$ cat src/design/stbs_pkg.sv
// shared types and constants for the sorted table binary search unit
package stbs_pkg;

   // default table depth
   localparam int STBS_MAX_ENTRIES = 1024;

   // fixed field widths
   localparam int DATA_W  = 32;
   localparam int POS_W   = 10;
   localparam int PROBE_W = 4;

   // item kinds carried in req_tuser[0]
   localparam logic MODE_APPEND = 1'b0;
   localparam logic MODE_SEARCH = 1'b1;

   // one search result
   typedef struct packed {
      logic               found;
      logic [POS_W-1:0]   position;
      logic [PROBE_W-1:0] probe_count;
   } result_type;

endpackage

$ cat src/design/stbs_ctrl.sv
// table fill count, append writes and the binary search probe sequencer
module stbs_ctrl import stbs_pkg::*; #(
   parameter int MAX_ENTRIES = STBS_MAX_ENTRIES,
   localparam int AW = $clog2(MAX_ENTRIES),
   localparam int CW = $clog2(MAX_ENTRIES + 1)
) (
   input  logic              clock,
   input  logic              reset,
   // incoming item
   input  logic              item_valid,
   output logic              item_ready,
   input  logic              item_mode,
   input  logic              item_restart,
   input  logic [DATA_W-1:0] item_value,
   // table ram
   output logic              ram_wr_en,
   output logic [AW-1:0]     ram_wr_addr,
   output logic [DATA_W-1:0] ram_wr_data,
   output logic              ram_rd_en,
   output logic [AW-1:0]     ram_rd_addr,
   input  logic [DATA_W-1:0] ram_rd_data,
   // finished result
   output logic              res_valid,
   input  logic              res_ready,
   output result_type        res_data
);

   localparam int PCW = $clog2(CW + 1);

   localparam logic [1:0] ST_IDLE = 2'd0;
   localparam logic [1:0] ST_ADDR = 2'd1;
   localparam logic [1:0] ST_CMP  = 2'd2;
   localparam logic [1:0] ST_FIN  = 2'd3;

   logic [1:0]        state_ff, state_in;
   logic [CW-1:0]     count_ff, count_in;
   logic [CW-1:0]     low_ff, low_in;
   logic [CW-1:0]     end_ff, end_in;
   logic [AW-1:0]     mid_ff, mid_in;
   logic [PCW-1:0]    probe_ff, probe_in;
   logic              found_ff, found_in;
   logic [AW-1:0]     pos_ff, pos_in;
   logic [DATA_W-1:0] key_ff, key_in;

   logic          accept;
   logic          room;
   logic [CW:0]   mid_sum;
   logic [AW-1:0] mid_calc;

   assign accept     = item_valid && item_ready;
   assign item_ready = (state_ff == ST_IDLE);
   assign room       = (count_ff < CW'(MAX_ENTRIES));

   // midpoint rounded down over the inclusive range low .. end-1
   assign mid_sum  = {1'b0, low_ff} + {1'b0, end_ff} - (CW+1)'(1);
   assign mid_calc = mid_sum[AW:1];

   // append write port
   assign ram_wr_en   = accept && (item_mode == MODE_APPEND) && (item_restart || room);
   assign ram_wr_addr = item_restart ? '0 : count_ff[AW-1:0];
   assign ram_wr_data = item_value;

   // probe read port
   assign ram_rd_en   = (state_ff == ST_ADDR) && (low_ff < end_ff);
   assign ram_rd_addr = mid_calc;

   // result
   assign res_valid            = (state_ff == ST_FIN);
   assign res_data.found       = found_ff;
   assign res_data.position    = POS_W'(pos_ff);
   assign res_data.probe_count = PROBE_W'(probe_ff);

   // next state and datapath
   always_comb begin
      state_in = state_ff;
      count_in = count_ff;
      low_in   = low_ff;
      end_in   = end_ff;
      mid_in   = mid_ff;
      probe_in = probe_ff;
      found_in = found_ff;
      pos_in   = pos_ff;
      key_in   = key_ff;
      unique case (state_ff)
         ST_IDLE: begin
            if (accept) begin
               if (item_mode == MODE_APPEND) begin
                  if (item_restart) begin
                     count_in = CW'(1);
                  end else if (room) begin
                     count_in = count_ff + CW'(1);
                  end
               end else begin
                  key_in   = item_value;
                  low_in   = '0;
                  end_in   = count_ff;
                  probe_in = '0;
                  found_in = 1'b0;
                  pos_in   = '0;
                  state_in = ST_ADDR;
               end
            end
         end
         ST_ADDR: begin
            if (low_ff < end_ff) begin
               mid_in   = mid_calc;
               state_in = ST_CMP;
            end else begin
               state_in = ST_FIN;
            end
         end
         ST_CMP: begin
            probe_in = probe_ff + PCW'(1);
            if (ram_rd_data == key_ff) begin
               found_in = 1'b1;
               pos_in   = mid_ff;
               state_in = ST_FIN;
            end else begin
               if ($signed(key_ff) < $signed(ram_rd_data)) begin
                  end_in = CW'(mid_ff);
               end else begin
                  low_in = CW'(mid_ff) + CW'(1);
               end
               state_in = ST_ADDR;
            end
         end
         ST_FIN: begin
            if (res_ready) begin
               state_in = ST_IDLE;
            end
         end
         default: state_in = ST_IDLE;
      endcase
   end

   // control registers
   always_ff @(posedge clock) begin
      if (reset) begin
         state_ff <= ST_IDLE;
         count_ff <= '0;
      end else begin
         state_ff <= state_in;
         count_ff <= count_in;
      end
   end

   // search registers
   always_ff @(posedge clock) begin
      low_ff   <= low_in;
      end_ff   <= end_in;
      mid_ff   <= mid_in;
      probe_ff <= probe_in;
      found_ff <= found_in;
      pos_ff   <= pos_in;
      key_ff   <= key_in;
   end

endmodule

$ cat config.mk
export PLATFORM = sky130hd
export DESIGN_NAME = stbs_ctrl
export DESIGN_NICKNAME = d
export VERILOG_FILES = /design/src/design/stbs_pkg.sv /design/src/design/stbs_ctrl.sv
export SDC_FILE = /design/constraint.sdc
export NUM_CORES = 1
export LEC_CHECK = 0
export BUFFER_PORTS_ARGS = -buffer_cell sky130_fd_sc_hd__buf_2
export CAP_MARGIN = 25
export CORE_MARGIN = 5
export CORE_UTILIZATION = 55
export CTS_BUF_LIST = sky130_fd_sc_hd__clkbuf_8
export CTS_CLUSTER_SIZE = 30
export DETAILED_ROUTE_END_ITERATION = 10
export HOLD_SLACK_MARGIN = 0.05
export MAX_ROUTING_LAYER = met4
export PLACE_DENSITY = 0.86
export SYNTH_ARGS = -nofsm -noshare
export SYNTH_HDL_FRONTEND = slang
export SYNTH_SLANG_ARGS = --single-unit
$ cat constraint.sdc
create_clock -name clock -period 3.2 [get_ports clock]
set_input_delay 0.32 -clock clock [delete_from_list [all_inputs] [get_ports clock]]
set_output_delay 0.32 -clock clock [all_outputs]
set_load 0.02 [all_outputs]
### Word level (Yosys, flattened, before mapping)

Cells that the tools add are included.
Widths: inputs -> output; s select.

| word-level totals | value |
|---|---|
| bits in registers | 92 |
| bits in latches | 0 |
| bits in writable memories | 0 |
| bits in read-only memories | 0 |
| input port bits | 70 |
| output and inout bits | 71 |
| word-level logic and storage cells | 75 |
| memories | 0 |

| cells by class | value |
|---|---|
| add/subtract/negate cells | 5 |
| multiply operators | 0 |
| div/mod/pow operators | 0 |
| order comparisons | 3 |
| eq/ne operators | 11 |
| shifts and indexed selects | 0 |
| multiplexer cells | 30 |
| bitwise gates (word level) | 1 |
| reductions and logical operators | 16 |

Operators with widths:

| kind | number |
|---|---|
| $mux 11 | 10 |
| $pmux 11 s2 | 2 |
| $mux 10 | 4 |
| $eq 32x32->1 | 1 |
| $lt 32x32->1 | 1 |
| $pmux 10 s2 | 1 |
| $add 10x1->11 const B | 1 |
| $add 11x1->11 const B | 1 |
| $add 11x11->11 | 1 |
| $lt 11x11->1 | 1 |
| $lt 11x11->1 const B | 1 |
| $sub 11x1->11 const B | 1 |
| $reduce_and 5->1 | 2 |
| $reduce_and 3->1 | 3 |
| $mux 2 | 4 |
| $mux 4 | 2 |
| $ne 2x2->1 const B | 4 |
| $pmux 2 s4 | 1 |
| $pmux 4 s2 | 1 |
| $reduce_and 4->1 | 2 |
| $ne 2x1->1 const B | 3 |
| $add 4x1->4 const B | 1 |
| $eq 2x2->1 const B | 2 |
| $logic_and 1x1->1 | 4 |
| 8 further kinds | 12 |

### Logic depth before layout (Yosys ltp)

| logic depth | value |
|---|---|
| depth in word-level cells | 4 |
| mapped depth | 13 |

### Worst setup path after synthesis

OpenSTA, ideal clock, no wires.

| timing | value |
|---|---|
| path type | input port to flip-flop |
| from | in ram_rd_data[22] |
| to | reg low_ff[0], enable pin |
| arrival | 2.494 ns |
| setup slack | 0.324 ns |
| stages on the path | 9 |
| cell sequence | inv_1 -> ha_1 -> and3_4 -> a221o_1 -> a31o_1 -> a211o_1 -> a211oi_2 -> mux2i_1 -> a21oi_1 |

| on the way | value |
|---|---|
| word-level cells in the longest chain between the ends | 3 |
| elaborated cells between the ends (all ways) | 5 |

Ends and longest elaborated chain:

| element | RTL line | text |
|---|---|---|
| start, declared | stbs_ctrl.sv:21 | `input logic [DATA_W-1:0] ram_rd_data,` |
| $lt 32x32->1 or $eq 32x32->1 (tied branches) | stbs_ctrl.sv:119, stbs_ctrl.sv:114 |  |
| $ne 2x2->1 (no source line) | - |  |
| $reduce_and 5->1 (no source line) * | - |  |
| end signal, assigned | stbs_ctrl.sv:149 | `low_ff <= low_in;` |
| end, declared | stbs_ctrl.sv:37 | `logic [CW-1:0] low_ff, low_in;` |

Mark *: on every way between the ends. The rest lies on a longest branch, timed or not.
A chain may end at the register's enable or synchronous reset.

### Final worst setup path

| timing | value |
|---|---|
| from | reg end_ff[2] |
| to | out ram_rd_addr[9] |

| on the way | value |
|---|---|
| word-level cells in the longest chain between the ends | 2 |

Ends and longest elaborated chain:

| element | RTL line | text |
|---|---|---|
| start, declared | stbs_ctrl.sv:38 | `logic [CW-1:0] end_ff, end_in;` |
| start signal, assigned | stbs_ctrl.sv:150 | `end_ff <= end_in;` |
| $add 11x11->11 | stbs_ctrl.sv:55 | `assign mid_sum = {1'b0, low_ff} + {1'b0, end_ff} - (CW+1)'(1);` |
| $sub 11x1->11 | stbs_ctrl.sv:55 |  |
| end, declared | stbs_ctrl.sv:20 | `output logic [AW-1:0] ram_rd_addr,` |

Every way passes these cells.

==> reports/qor.yml <==
status:
  outcome: "finished, violations left"
  violations: "negative setup slack"
worst_hold_path:
  hold_path.class: "in2reg"
worst_setup_path:
  critical_path_class: "reg2out"
  cp.required_ps: 2880
  cp_data_arrival_time_ps: 2920
  endpoint_kind: "primary output"
  startpoint_type: "register"
  path_max_fanout: 3
sta:
  final_max_slew_viol_count: 0
  fin_crit_sh: 1.013
  finalClockSkew_ps: 10.02
  fin_setup_tns_ps: -66.96
  max_clock_freq_mhz: 308.4
  setup_slack_ps: -43.05
  worstMarginPinSlew_ps: 622.6
  grt_setup_unrepaired: "true"
  hold_viol_final: 0
  fin_crit_ps: 3243
  max_slew_margin: 0.5841
  finalSetupViolations: 2
pwr:
  p_int_mw: 2.206
  sw_frac_of_total: 0.3256
  p_per_area_nw_per_um2: 520.8
  p_leak_nw: 3.032
  p_switching_mw: 1.065
  vdd_drop_max_v: 0.0002562
  combPwrFrac: 0.309
  clkPwrFrac: 0.228
  power.share.sequential: 0.464
clock_tree:
  cts_tree: "built"
  cts.htree.levels: 3
  cts_num_sinks: 92
  clk_latency_ps: 360
  clkSlewWorstSetupHoldPaths_ps: 90
  clockBufferDepth: 2
  numCtsBuffers: 9
  cts_hold_buf: 0
  root_buffer: "clkbuf_8"
drt:
  m1WireLength_um: 4640
  drc: 0
  finalWirelength_um: 12020
  wl_per_cell_um: 15.88
  firstDrtPassIters: 7
  vias: 3931
  dr_wl_met3_um: 774
  met2WireLength_um: 6321
  routed_via_density: 5.193
  drt-initial-drc-count: 185
  topRoutingLayerUsed: "met4"
  drt.antenna.violating_nets: 0
final_layout:
  drive_gt1_frac: 0.2981
  multi_input_area_um2: 2183
  antennaDiodeCount: 0
  ff_latch_area_um2: 2633
  nNetsFinal: 754
  area.growth.synth_to_final_pct: 17.73
  final_cell_count_no_fill: 757
  final_area_um2: 6280
  n_fill_cell: 726
synthesis:
  ys_seq_area_frac: 0.4935
  synth_top_cell_area_share: 0.4448
  synth.avg_cell_area_um2: 10.78
  yosysMostFrequentCell: "inv_1"
  synth.distinct_cells: 46
  yosys_most_used_dff: "edfxtp_1"
  synthCells: 495
  synth_edf_count: 79
  yosys.area.top_type: "edfxtp_1"
  synthesis.area_um2: 5334
  yosys_warnings: 0
  synthArstFlopShare: 0
  ys_ff_latch: 92
  synth_common_cells: "83 x inv_1, 79 x edfxtp_1, 63 x ha_1"
  synth_area_leaders: "edfxtp_1 44%, ha_1 15%, inv_1 5.8%"
  syn_nets: 629
placed_design:
  placed_area_um2: 5976
  dpl.hpwl_um: 9290
  dp_cells: 735
  gp_congestion: 0.8444
  numPortBuffers: 140
die:
  rows: 36
  die_h_um: 108.5
  fp.dieArea_um2: 11770
  die_x_um: 108.5
  io_pins: 141
  initial_utilization: 0.5559
  core_area_um2: 9594
global_route:
  grt_pass1_vias: 4097
  overflow: 0
  antenna_found_initial: 0
  grtUsageTotal: 0.2161
  grt_pass1_wl_um: 19060
  grt_max_degree: 33
job:
  cap_violations: 0
==> per-layer routing <==
layer | up-vias | global-route usage
li1 | 1907 | -
met1 | 1839 | 0.2423
met2 | 151 | 0.3879
met3 | 34 | 0.03821
met4 | 0 | 0.07304
met5 | - | -
==> layout make-up <==
cell class	count	area share
Sequential cell	92	0.4192
Multi-Input combinational cell	281	0.3477
Timing Repair Buffer	153	0.1279
Inverter	83	0.05001
Tap cell	133	0.02650
Clock buffer	9	0.01973
Clock inverter	6	0.008966
==> critical path: stages, from the launching register on <==
cell,delay [ps]
edfxtp_1,410
inv_2,110
ha_4,220
inv_4,60
ha_4,180
a21o_1,170
a21oi_2,180
o21bai_2,110
a2111oi_2,360
buf_4,170
o31ai_2,60
a21oi_1,180
xnor2_1,170
buf_4,180
==> cells by family (layout without fill, tap and decap cells) <==
kind of cell,after synthesis,after routing,synth area share
fa+ha+maj,64,64,0.1515
xor+xnor,26,26,0.04269
mux,1,1,0.001877
compound gates,66,66,0.08211
flops,92,92,0.4936
simple gates,124,124,0.1192
buf+inv,122,251,0.1091
==> sequential cells by signal (all words and copies together), names as in the netlist <==
| register | count |
|---|---|
| low_ff | 11 |
| end_ff | 11 |
| probe_ff | 4 |
| state_ff | 2 |
| key_ff | 32 |
| pos_ff | 10 |
| found_ff | 1 |
| mid_ff | 10 |
| count_ff | 11 |
==> placed cells by master, fill, tap and decap left out, types with 15 or more instances in the layout <==
cell      Yosys  final
buf_4        33     15
nand2_1      17     17
inv_1        83     80
edfxtp_1     79     79
nor2_1       28     28
buf_2         0    138
ha_1         63     60
nand3_1      21     21
a21oi_1      25     22
==> path summary, 6_finish.rpt <==
check / depth (start not counted) / startpoint / end / slack, ps
worst min-delay path: 1 / item_value[23] / key_ff[23]$_DFFE_PP_ / 140
worst min register to register: 2 / state_ff[0]$_SDFFE_PP0P_ / state_ff[1]$_SDFFE_PP0P_ / 560
worst max-delay path: 13 / end_ff[2]$_DFFE_PP_ / ram_rd_addr[9] / -40
worst max register to register: 8 / key_ff[22]$_DFFE_PP_ / low_ff[7]$_SDFFCE_PN0P_ / 300
==> power groups by stage <==
stage / clock (mW) / sequential (mW) / combinational (mW)
2_1_floorplan: 0 / 1.53 / 0.616
3_3_place_gp: 0 / 1.54 / 0.858
3_5_place_dp: 0 / 1.54 / 0.900
4_1_cts: 0.753 / 1.51 / 0.959
5_1_grt: 0.807 / 1.53 / 1.11
6_report: 0.744 / 1.52 / 1.01
==> metrics by stage <==
step	worst slack, ps	power [mW]	hold WS [ps]	utilization
global route	-180.2	3.442	126.7	0.6545
floorplan	323.9	2.146	389.1	-
finish	-43.05	3.270	137.5	0.6545
detailed placement	-27.30	2.439	510.2	0.6228
global placement	62.93	2.394	506.5	0.6228
CTS	-2.042	3.227	131.0	0.6468
==> what timing repair did <==
item / CTS / global route
pin swaps: 5 / 9
endpoints found under the setup margin: 3 / 15
gates resized for setup: 11 / 9
gates cloned: 0 / 0
hold endpoints to repair: 0 / 0
buffers inserted: 2 / 5
Note: power is estimated with default switching activity, not from simulation.
